### src/prx_pkg.sv
// Shared types and constants of the printable run extractor.
package prx_pkg;

  localparam int unsigned BufferDepth = 64;
  localparam int unsigned StoreDepth  = BufferDepth - 1;
  localparam int unsigned CntW        = $clog2(BufferDepth);
  localparam int unsigned AddrW       = $clog2(StoreDepth);
  localparam int unsigned MinLenW     = 7;
  localparam int unsigned PaddrW      = 3;
  localparam int unsigned PdataW      = 32;

  localparam logic [CntW-1:0]    STORE_FULL   = CntW'(StoreDepth);
  localparam logic [MinLenW-1:0] MIN_LEN_RST  = 7'd4;
  localparam logic [7:0]         PRINT_LO     = 8'h20;
  localparam logic [7:0]         PRINT_HI     = 8'h7E;
  localparam logic [7:0]         NEWLINE_CODE = 8'd10;
  localparam logic               REG_MIN_LEN  = 1'b0;

  typedef struct packed {
    logic [7:0] data_byte;
    logic       file_end;
  } in_beat_t;

  typedef struct packed {
    logic [7:0] out_byte;
    logic       last_of_burst;
  } out_beat_t;

  typedef struct packed {
    logic take;
    logic stream;
    logic send_nl;
    logic end_ovf;
  } ctrl_cmd_t;

  typedef struct packed {
    logic go_flush;
    logic drained;
    logic with_nl;
    logic slot_free;
  } dp_stat_t;

  typedef enum logic [2:0] {
    ST_IDLE  = 3'b001,
    ST_FLUSH = 3'b010,
    ST_NL    = 3'b100
  } ctrl_state_e;

endpackage

### src/prx_ram.sv
// Generic single-write, single-read RAM with registered read data.
module prx_ram #(
  parameter int unsigned Width = 8,
  parameter int unsigned Depth = 63
) (
  input  logic                     clk_i,
  input  logic                     we_i,
  input  logic [$clog2(Depth)-1:0] waddr_i,
  input  logic [Width-1:0]         wdata_i,
  input  logic                     re_i,
  input  logic [$clog2(Depth)-1:0] raddr_i,
  output logic [Width-1:0]         rdata_o
);

  logic [Width-1:0] mem_q [Depth];
  logic [Width-1:0] rdata_q;

  always_ff @(posedge clk_i) begin
    if (we_i) begin
      mem_q[waddr_i] <= wdata_i;
    end
    if (re_i) begin
      rdata_q <= mem_q[raddr_i];
    end
  end

  assign rdata_o = rdata_q;

endmodule

### src/prx_datapath.sv
// Datapath: run store, counters, config register and output register.
module prx_datapath (
  input  logic                          clk_i,
  input  logic                          rst_ni,
  input  prx_pkg::in_beat_t             in_beat_i,
  output prx_pkg::out_beat_t            out_beat_o,
  output logic                          out_valid_o,
  input  logic                          out_stall_i,
  input  prx_pkg::ctrl_cmd_t            cmd_i,
  output prx_pkg::dp_stat_t             stat_o,
  input  logic                          psel,
  input  logic                          penable,
  input  logic                          pwrite,
  input  logic [prx_pkg::PaddrW-1:0]    paddr,
  input  logic [prx_pkg::PdataW-1:0]    pwdata,
  output logic [prx_pkg::PdataW-1:0]    prdata
);

  logic [prx_pkg::CntW-1:0]    count_q, count_d;
  logic                        ovf_q, ovf_d;
  logic [prx_pkg::MinLenW-1:0] min_len_q, min_len_d;
  logic [prx_pkg::CntW-1:0]    rd_idx_q, rd_idx_d;
  logic [prx_pkg::CntW-1:0]    emit_len_q, emit_len_d;
  logic                        rv_q, rv_d;
  logic                        ov_q, ov_d;
  logic                        nl_q, nl_d;
  logic                        eof_q, eof_d;
  logic [7:0]                  pend_q, pend_d;
  prx_pkg::out_beat_t          out_q, out_d;

  logic                        printable, full, go_flush;
  logic                        slot_free, load, issue, nl_load;
  logic                        we;
  logic [prx_pkg::AddrW-1:0]   waddr;
  logic [7:0]                  wdata, rdata;
  logic                        reg_sel;

  assign printable = (in_beat_i.data_byte >= prx_pkg::PRINT_LO) &&
                     (in_beat_i.data_byte <= prx_pkg::PRINT_HI);
  assign full      = (count_q == prx_pkg::STORE_FULL);
  assign go_flush  = printable ? full : (ovf_q || ({1'b0, count_q} >= min_len_q));

  assign slot_free = !ov_q || !out_stall_i;
  assign load      = cmd_i.stream && rv_q && slot_free;
  assign issue     = cmd_i.stream && (rd_idx_q != emit_len_q) && (!rv_q || load);
  assign nl_load   = cmd_i.send_nl && slot_free;

  assign stat_o.go_flush  = go_flush;
  assign stat_o.drained   = (rd_idx_q == emit_len_q) && !rv_q;
  assign stat_o.with_nl   = nl_q;
  assign stat_o.slot_free = slot_free;

  always_comb begin
    we    = 1'b0;
    waddr = count_q[prx_pkg::AddrW-1:0];
    wdata = in_beat_i.data_byte;
    if (cmd_i.take && printable && !full) begin
      we = 1'b1;
    end else if (cmd_i.end_ovf) begin
      we    = 1'b1;
      waddr = '0;
      wdata = pend_q;
    end
  end

  prx_ram #(
    .Width (8),
    .Depth (prx_pkg::StoreDepth)
  ) u_store (
    .clk_i   (clk_i),
    .we_i    (we),
    .waddr_i (waddr),
    .wdata_i (wdata),
    .re_i    (issue),
    .raddr_i (rd_idx_q[prx_pkg::AddrW-1:0]),
    .rdata_o (rdata)
  );

  assign reg_sel = (paddr[2] == prx_pkg::REG_MIN_LEN);

  always_comb begin
    count_d    = count_q;
    ovf_d      = ovf_q;
    min_len_d  = min_len_q;
    rd_idx_d   = rd_idx_q;
    emit_len_d = emit_len_q;
    rv_d       = rv_q;
    ov_d       = ov_q;
    nl_d       = nl_q;
    eof_d      = eof_q;
    pend_d     = pend_q;
    out_d      = out_q;

    if (psel && penable && pwrite && reg_sel) begin
      min_len_d = pwdata[prx_pkg::MinLenW-1:0];
    end

    if (cmd_i.take) begin
      if (printable && !full) begin
        count_d = count_q + 1'b1;
        if (in_beat_i.file_end) begin
          count_d = '0;
          ovf_d   = 1'b0;
        end
      end else if (go_flush) begin
        emit_len_d = printable ? prx_pkg::STORE_FULL : count_q;
        nl_d       = !printable;
        pend_d     = in_beat_i.data_byte;
        eof_d      = in_beat_i.file_end;
        rd_idx_d   = '0;
        rv_d       = 1'b0;
      end else begin
        count_d = '0;
      end
    end

    if (issue) begin
      rd_idx_d = rd_idx_q + 1'b1;
    end
    if (issue) begin
      rv_d = 1'b1;
    end else if (load) begin
      rv_d = 1'b0;
    end

    if (ov_q && !out_stall_i) begin
      ov_d = 1'b0;
    end
    if (load) begin
      ov_d                = 1'b1;
      out_d.out_byte      = rdata;
      out_d.last_of_burst = !nl_q && (rd_idx_q == emit_len_q);
    end else if (nl_load) begin
      ov_d                = 1'b1;
      out_d.out_byte      = prx_pkg::NEWLINE_CODE;
      out_d.last_of_burst = 1'b1;
      count_d             = '0;
      ovf_d               = 1'b0;
    end

    if (cmd_i.end_ovf) begin
      count_d = eof_q ? '0 : prx_pkg::CntW'(1);
      ovf_d   = !eof_q;
    end
  end

  always_ff @(posedge clk_i or negedge rst_ni) begin
    if (!rst_ni) begin
      count_q   <= '0;
      ovf_q     <= 1'b0;
      min_len_q <= prx_pkg::MIN_LEN_RST;
      rd_idx_q  <= '0;
      rv_q      <= 1'b0;
      ov_q      <= 1'b0;
    end else begin
      count_q   <= count_d;
      ovf_q     <= ovf_d;
      min_len_q <= min_len_d;
      rd_idx_q  <= rd_idx_d;
      rv_q      <= rv_d;
      ov_q      <= ov_d;
    end
  end

  always_ff @(posedge clk_i) begin
    emit_len_q <= emit_len_d;
    nl_q       <= nl_d;
    eof_q      <= eof_d;
    pend_q     <= pend_d;
    out_q      <= out_d;
  end

  assign out_beat_o  = out_q;
  assign out_valid_o = ov_q;
  assign prdata      = reg_sel ? prx_pkg::PdataW'(min_len_q) : '0;

endmodule

### src/prx_ctrl.sv
// Controller: accepts input beats and sequences run flushes.
module prx_ctrl (
  input  logic               clk_i,
  input  logic               rst_ni,
  input  logic               in_valid_i,
  output logic               in_stall_o,
  input  prx_pkg::dp_stat_t  stat_i,
  output prx_pkg::ctrl_cmd_t cmd_o
);

  prx_pkg::ctrl_state_e state_q, state_d;

  always_comb begin
    state_d    = state_q;
    cmd_o      = '0;
    in_stall_o = 1'b1;
    unique case (state_q)
      prx_pkg::ST_IDLE: begin
        in_stall_o = 1'b0;
        if (in_valid_i) begin
          cmd_o.take = 1'b1;
          if (stat_i.go_flush) begin
            state_d = prx_pkg::ST_FLUSH;
          end
        end
      end
      prx_pkg::ST_FLUSH: begin
        cmd_o.stream = 1'b1;
        if (stat_i.drained) begin
          if (stat_i.with_nl) begin
            state_d = prx_pkg::ST_NL;
          end else begin
            cmd_o.end_ovf = 1'b1;
            state_d       = prx_pkg::ST_IDLE;
          end
        end
      end
      prx_pkg::ST_NL: begin
        cmd_o.send_nl = 1'b1;
        if (stat_i.slot_free) begin
          state_d = prx_pkg::ST_IDLE;
        end
      end
      default: begin
        state_d = prx_pkg::ST_IDLE;
      end
    endcase
  end

  always_ff @(posedge clk_i or negedge rst_ni) begin
    if (!rst_ni) begin
      state_q <= prx_pkg::ST_IDLE;
    end else begin
      state_q <= state_d;
    end
  end

endmodule

### src/printable_run_extractor.sv
// Top level of the printable run extractor.
// Input channel: one file byte per beat (in_valid_i / in_stall_o), with a
// file_end flag on the last byte of a file. Output channel: one emitted
// byte per beat (out_valid_o / out_stall_i); last_of_burst marks the final
// beat caused by one input byte. min_length sits at APB byte address 0.
// A printable byte that fits in the run store is taken and produces
// nothing. A byte that ends a reported run, or overflows the store,
// starts a flush: the held bytes stream out of the single read port of
// the run store at one beat per cycle while the receiver does not stall,
// behind the registered read; then the store is seen drained and, after
// a reported run, the newline is sent. Input is stalled during a flush.
// The output register lets the next input beat be taken while the last
// result still waits.
// When the receiver stalls, the output beat holds and the flush pauses.
// Reset empties the run, clears the overflow mark and sets min_length to 4;
// the run store itself needs no clearing.
module printable_run_extractor (
  input  logic                       clk_i,
  input  logic                       rst_ni,
  input  logic                       in_valid_i,
  output logic                       in_stall_o,
  input  prx_pkg::in_beat_t          in_beat_i,
  output logic                       out_valid_o,
  input  logic                       out_stall_i,
  output prx_pkg::out_beat_t         out_beat_o,
  input  logic                       psel,
  input  logic                       penable,
  input  logic                       pwrite,
  input  logic [prx_pkg::PaddrW-1:0] paddr,
  input  logic [prx_pkg::PdataW-1:0] pwdata,
  output logic [prx_pkg::PdataW-1:0] prdata,
  output logic                       pready
);

  prx_pkg::ctrl_cmd_t cmd;
  prx_pkg::dp_stat_t  stat;

  assign pready = 1'b1;

  prx_ctrl u_ctrl (
    .clk_i      (clk_i),
    .rst_ni     (rst_ni),
    .in_valid_i (in_valid_i),
    .in_stall_o (in_stall_o),
    .stat_i     (stat),
    .cmd_o      (cmd)
  );

  prx_datapath u_datapath (
    .clk_i       (clk_i),
    .rst_ni      (rst_ni),
    .in_beat_i   (in_beat_i),
    .out_beat_o  (out_beat_o),
    .out_valid_o (out_valid_o),
    .out_stall_i (out_stall_i),
    .cmd_i       (cmd),
    .stat_o      (stat),
    .psel        (psel),
    .penable     (penable),
    .pwrite      (pwrite),
    .paddr       (paddr),
    .pwdata      (pwdata),
    .prdata      (prdata)
  );

endmodule

### config.mk
export PLATFORM = sky130hd
export DESIGN_NAME = printable_run_extractor
export DESIGN_NICKNAME = d
export VERILOG_FILES = /design/src/prx_pkg.sv /design/src/prx_ram.sv /design/src/prx_datapath.sv /design/src/prx_ctrl.sv /design/src/printable_run_extractor.sv
export SDC_FILE = /design/constraint.sdc
export NUM_CORES = 1
export LEC_CHECK = 0
export ABC_AREA = 1
export BUFFER_PORTS_ARGS = -buffer_cell sky130_fd_sc_hd__buf_2
export CAP_MARGIN = 20
export CELL_PAD_IN_SITES_DETAIL_PLACEMENT = 1
export CELL_PAD_IN_SITES_GLOBAL_PLACEMENT = 1
export CORE_UTILIZATION = 30
export DETAILED_ROUTE_END_ITERATION = 7
export GPL_TIMING_DRIVEN = 0
export MAX_ROUTING_LAYER = met4
export PLACE_DENSITY_LB_ADDON = 0.05
export REMOVE_ABC_BUFFERS = 1
export SLEW_MARGIN = 0
export SYNTH_ARGS = -nofsm -noshare
export SYNTH_HDL_FRONTEND = slang
export SYNTH_SLANG_ARGS = --single-unit
export TNS_END_PERCENT = 100
### constraint.sdc
create_clock -name clk_i -period 4.21 [get_ports clk_i]
set_clock_uncertainty 0.2 [all_clocks]
set_input_delay 0.842 -clock clk_i [delete_from_list [all_inputs] [get_ports clk_i]]
set_output_delay 0.842 -clock clk_i [all_outputs]
set_load 0.05 [all_outputs]
==> results of run 1 <==
-- power by group --
part | leakage (nW) | internal (mW) | total (mW) | switching (mW)
Clock | 0.990 | 3.18 | 5.51 | 2.33
Combinational | 3.82 | 1.48 | 5.37 | 3.89
Sequential | 5.13 | 6.28 | 6.60 | 0.323
Total | 9.94 | 10.9 | 17.5 | 6.54
-- cell usage in the layout, fill, tap and decap left out, drive strengths merged --
cell    synthesis  layout
bufinv          0       1
o31ai           1       1
buf           105      72
o21ai          20      20
nand2         710     710
nand3         445     445
ha              8       8
edfxtp        537     537
o21bai          2       2
nor3            6       6
inv            61      63
nor2          119     119
dfstp           2       2
a21oi          23      23
a21boi          1       1
o211ai          7       7
conb            2      26
clkbuf         38      94
clkinv          0      21
dfrtp          23      23
nand4           8       8
or2             5       5
xor2            3       3
-- flip-flops by register name (all words and copies together) (netlist names) --
register	count
u_ctrl.state_q	3
u_datapath.u_store.rdata_o	8
u_datapath.out_beat_o	9
u_datapath.rd_idx_q	6
u_datapath.count_q	6
u_datapath.emit_len_q	6
u_datapath.pend_q	8
u_datapath.u_store.mem_q	504
u_datapath.out_valid_o	1
u_datapath.ovf_q	1
u_datapath.min_len_q	7
u_datapath.eof_q	1
u_datapath.rv_q	1
u_datapath.nl_q	1
-- metal layers --
layer	GRT usage	wire, microns	vias up
met4	0.0476	1560	0
met2	0.306	35400	213
met3	0.0291	2430	98
met1	0.247	33600	7899
li1	-	-	7372
met5	-	0	-
-- cell type report --
type | instances | area [sq um]
flip-flops and latches | 562 | 16800
inverters | 61 | 254
well taps | 1040 | 1300
clock inverters | 24 | 156
clock buffers | 94 | 1880
repair buffers | 72 | 845
multi-input cells | 1384 | 6680
fillers | 8449 | 50000
-- cells by family after synthesis --
logic type / after synthesis / share of synthesized area
XOR/XNOR: 3 / 0.00111
AND/OR/NAND/NOR: 1293 / 0.236
flip-flops: 562 / 0.705
AO/OA/AOI/OAI: 54 / 0.0129
other: 2 / 0.000316
adder cells (fa/ha/maj): 8 / 0.00422
buffers and inverters: 204 / 0.0404
-- final timing paths --
path | cells past startpoint | from | slack (ns) | to
worst max-delay path | 9 | u_datapath.rd_idx_q[0] | 0.17 | u_datapath.u_store.mem_q[52][6]
worst min-delay path | 1 | rst_ni | 0.07 | u_datapath.min_len_q[4]
worst max register to register | 9 | u_datapath.rd_idx_q[0] | 0.17 | u_datapath.u_store.mem_q[52][6]
worst min register to register | 1 | u_datapath.u_store.rdata_o[3] | 0.31 | u_datapath.out_beat_o[4]
max in group asynchronous | 1 | rst_ni | 3.23 | u_datapath.rd_idx_q[1]
min in group clk_i | 1 | in_beat_i[0] | 0.23 | u_datapath.eof_q
-- metrics by stage --
step | instance area [sq um] | setup TNS (ns) | std cells | power, mW
2_1_floorplan | 23100 | -5818.17 | 2007 | 9.96
3_3_place_gp | 24600 | - | 3088 | 11.3
3_5_place_dp | 25100 | -197.69 | 3104 | 12.2
4_1_cts | 27600 | 0 | 3223 | 17.8
5_1_grt | 27900 | -0.187 | 3237 | 18.5
6_report | 27900 | 0 | 3237 | 17.5
-- critical path: cells and delay by family (launching register included) --
kind / cells / cell delay [ns]
buffers and inverters: 2 / 0.54
and+or+nand+nor: 7 / 1.93
DFF: 1 / 0.72
-- repair_timing --
| item | 4_1_cts | 5_1_grt |
|---|---|---|
| setup endpoints to repair | 720 | 552 |
| pin swaps | 0 | 10 |
| resized for setup | 105 | 17 |
| buffers inserted | 1 | 13 |
==> results.sh, run 1 <==
export IMPL_synth_top_cells_by_area="edfxtp_1 68%, nand2_1 11%, nand3_1 9.2%"
export IMPL_holdWs_ns=0.0663
export IMPL_worstMarginPinSlew_ns=0.843
export IMPL_setup_worst_path_end_class="flop"
export IMPL_row_count=102
export IMPL_arrival_ns=4.11
export IMPL_wire_per_inst_microns=22.6
export IMPL_dieHeight_microns=283
export IMPL_die_w_microns=283
export IMPL_async_flop_share=0.0445
export IMPL_outcome="completed"
export IMPL_vias=15582
export IMPL_clk_pin_slew_ns=0.06
export IMPL_nets=2208
export IMPL_groute_usage_overall=0.189
export IMPL_hpwlAfterDp_microns=42000
export IMPL_start_util=0.305
export IMPL_drtPass1Iterations=5
export IMPL_postRouteAntennaNets=0
export IMPL_area_delta_synth_final_pct=17.4
export IMPL_grt_pass1_vias=16303
export IMPL_drv_cap=0
export IMPL_grt_pass1_wl_microns=109000
export IMPL_drcViolationCount=0
export IMPL_finalSetupViolations=0
export IMPL_worstSetupPathType="reg -> reg"
export IMPL_antenna_found_initial=0
export IMPL_slew_viol_final=0
export IMPL_clk_latency_ns=0.61
export IMPL_rsz0062_at_grt="yes"
export IMPL_die_area_sq_um=80300
export IMPL_fin_crit_sh=0.959
export IMPL_drt_iter0_markers=897
export IMPL_via_per_inst=4.81
export IMPL_clockRootBuffer="clkbuf_16"
export IMPL_cts_buffers=68
export IMPL_yosysSeqAreaShare=0.705
export IMPL_fin_crit_ns=4.04
export IMPL_worst_setup_path_start_kind="flop"
export IMPL_synth_edf_count=537
export IMPL_cp_cell_sequence="buf_16 > inv_12 > nand2_1 > nand2_1 > nor2_2 > nand4_4 > nand2_4 > nand4_4 > nor2_4"
export IMPL_drt_total_wl_microns=73000
export IMPL_syn_area_per_cell_sq_um=11.2
export IMPL_netlist_area_sq_um=23700
export IMPL_cts_tree="done"
export IMPL_fmax_mhz=248
export IMPL_ioPinCount=95
export IMPL_grt_ovfl_total=0
export IMPL_worst_slack_ns=0.172
export IMPL_final_hold_violation_count=0
export IMPL_postCtsHoldBufs=0
export IMPL_grt_max_degree=133
export IMPL_cts_buffer_depth=3
export IMPL_portBuffers=41
export IMPL_layout_drive_gt1_share=0.124
export IMPL_cts_sinks=562
export IMPL_yosysWarnings=0
export IMPL_synth_area_leader_cell="edfxtp_1"
export IMPL_cts_max_level=3
export IMPL_yosys_area_top_type_share=0.679
export IMPL_coreArea_sq_um=77800
export IMPL_synth_common_cells="705 x nand2_1, 537 x edfxtp_1, 438 x nand3_1"
export IMPL_postSynthCellCount=2126
export IMPL_routabilityCongestion=0.737
export IMPL_ys_flop_type="edfxtp_1"
export IMPL_peakVddDrop_v=0.000379
export IMPL_crit_fanout=118
export IMPL_synth_cell_types=37
export IMPL_ys_seq_elements=562
export IMPL_diodes=0
export IMPL_powerDensity_nw_per_um2=627
export IMPL_dp_slack_ns=-0.809
export IMPL_min_path_type="in -> async"
export IMPL_utilization=0.358
export IMPL_slowest_delay_ns=0.72
export IMPL_yosysMostFrequentCell="nand2_1"
export IMPL_p_leak_nw=9.94
export IMPL_relSlewSlack=0.438
export IMPL_crit_required_ns=4.28
export IMPL_slowest_stage="dfrtp_4"
No activity file was read; power rests on OpenSTA's default activity.
==> run 2: changes to the inputs <==
==> constraint.sdc (replaced) <==
create_clock -name clk_i -period 4.21 [get_ports clk_i]
set_clock_uncertainty 0.2 [all_clocks]
set_input_delay 0.6315 -clock clk_i [delete_from_list [all_inputs] [get_ports clk_i]]
set_output_delay 0.6315 -clock clk_i [all_outputs]
set_load 0.05 [all_outputs]
==> results.sh, run 2 (same netlist as run 1, synthesis figures left out) <==
export IMPL_via_per_inst=4.81
export IMPL_fin_crit_sh=0.956
export IMPL_drv_cap=0
export IMPL_outcome="completed"
export IMPL_cts_max_level=3
export IMPL_die_area_sq_um=80300
export IMPL_grt_pass1_vias=16326
export IMPL_utilization=0.359
export IMPL_p_leak_nw=9.96
export IMPL_fin_crit_ns=4.02
export IMPL_diodes=0
export IMPL_crit_required_ns=4.29
export IMPL_critical_path_startpoint="u_datapath.rd_idx_q[0]"
export IMPL_portBuffers=41
export IMPL_powerDensity_nw_per_um2=626
export IMPL_layout_common_cells="699 x nand2_1, 537 x edfxtp_1, 438 x nand3_1, 71 x clkbuf_16, 52 x nor2_1"
export IMPL_finalSetupViolations=0
export IMPL_grt_pass1_wl_microns=109000
export IMPL_dieHeight_microns=283
export IMPL_drt_total_wl_microns=73100
export IMPL_die_w_microns=283
export IMPL_cts_sinks=562
export IMPL_drt_iter0_markers=873
export IMPL_clk_pin_slew_ns=0.06
export IMPL_vias=15610
export IMPL_worst_setup_path_start_kind="flop"
export IMPL_cts_buffers=68
export IMPL_critical_path_top_delay_family="simple AND/OR/NAND/NOR gates"
export IMPL_postRouteAntennaNets=0
export IMPL_cp_cell_sequence="buf_16 > inv_12 > nand2_1 > nand2_1 > nor2_2 > nand4_4 > nand2_4 > nand4_4 > nor2_4"
export IMPL_clockRootBuffer="clkbuf_16"
export IMPL_fmax_mhz=248
export IMPL_rsz0062_at_grt="yes"
export IMPL_antenna_found_initial=0
export IMPL_cts_buffer_depth=3
export IMPL_slowest_delay_ns=0.72
export IMPL_final_hold_violation_count=0
export IMPL_ioPinCount=95
export IMPL_largest_reg_flops=504
export IMPL_min_path_type="in -> reg"
export IMPL_row_count=102
export IMPL_drcViolationCount=0
export IMPL_groute_usage_overall=0.189
export IMPL_routabilityCongestion=0.737
export IMPL_min_from="in_beat_i[8]"
export IMPL_arrival_ns=4.10
export IMPL_worstMarginPinSlew_ns=0.831
export IMPL_p_total_mw=17.5
export IMPL_max_flop_register="u_datapath.u_store.mem_q"
export IMPL_area_delta_synth_final_pct=17.7
export IMPL_coreArea_sq_um=77800
export IMPL_layout_drive_gt1_share=0.124
export IMPL_slowest_stage="dfrtp_4"
export IMPL_path_buf_inv=2
export IMPL_start_util=0.305
export IMPL_nets=2214
export IMPL_cts_tree="done"
export IMPL_crit_fanout=118
export IMPL_clk_latency_ns=0.61
export IMPL_wire_per_inst_microns=22.5
export IMPL_setup_worst_path_end_class="flop"
export IMPL_final_common_cell="nand2_1"
export IMPL_peakVddDrop_v=0.000379
export IMPL_grt_max_degree=133
export IMPL_grt_ovfl_total=0
export IMPL_relSlewSlack=0.446
export IMPL_worstSetupPathType="reg -> reg"
export IMPL_hpwlAfterDp_microns=42000
export IMPL_reg2reg_from="u_datapath.rd_idx_q[0]"
export IMPL_slew_viol_final=0
export IMPL_drtPass1Iterations=5
-- run 2: repair_timing --
action | 4_1_cts | 5_1_grt
buffers inserted | 1 | 13
hold buffers | 6 | 0
hold endpoints to repair | 28 | 0
pin swaps | 0 | 10
gates resized for setup | 105 | 17
setup endpoints to repair | 720 | 552
-- run 2: per-layer routing --
layer  part of all wire  up-vias  GRT usage
li1                   -     7384          -
met1               0.46     7910      0.247
met2               0.48      216      0.307
met3              0.034      100     0.0291
met4              0.022        0     0.0476
met5                  0        -          -
-- run 2: report_power, final --
part / internal, mW / leakage [nW] / switching (mW) / total, mW
Sequential: 6.28 / 5.13 / 0.323 / 6.60
Combinational: 1.48 / 3.85 / 3.88 / 5.37
Clock: 3.18 / 0.990 / 2.34 / 5.51
-- run 2: worst reg2reg max path, stage by stage, from the launching register on --
cell	delay [ns]
dfrtp_4	0.72
buf_16	0.34
inv_12	0.31
nand2_1	0.32
nand2_1	0.07
nor2_2	0.19
nand4_4	0.33
nand2_4	0.33
nand4_4	0.44
nor2_4	0.44
-- run 2: path summary, 6_finish.rpt --
kind / slack [ns] / cells after the start / to
max in group asynchronous: 2.91 / 2 / u_datapath.rd_idx_q[1]
min in group asynchronous: 0.39 / 2 / u_datapath.min_len_q[4]
worst min-delay path: 0.04 / 1 / u_datapath.pend_q[7]
worst min register to register: 0.31 / 1 / u_datapath.out_beat_o[4]
worst max register to register: 0.19 / 9 / u_datapath.u_store.mem_q[20][5]
worst max-delay path: 0.19 / 9 / u_datapath.u_store.mem_q[20][5]
-- run 2: stage by stage --
step / setup TNS, ns / area [sq um] / hold slack, ns / setup WS [ns] / cells
floorplan: -5818.17 / 23100 / 0.136 / -6.18 / 2007
global placement: - / 24600 / 0.298 / -20.98 / 3088
detailed placement: -197.69 / 25100 / 0.294 / -0.809 / 3104
CTS: 0 / 27700 / 0.00132 / 0.00166 / 3229
global route: -0.187 / 27900 / 0.00969 / -0.0243 / 3243
finish: 0 / 27900 / 0.0353 / 0.186 / 3243
-- run 2: layout make-up --
class	instances	area (sq um)
Multi-Input combinational cell	1384	6680
Clock buffer	94	1880
Inverter	61	254
Sequential cell	562	16800
Fill cell	8448	49900
Tap cell	1040	1300
Timing Repair Buffer	78	905
Clock inverter	24	156
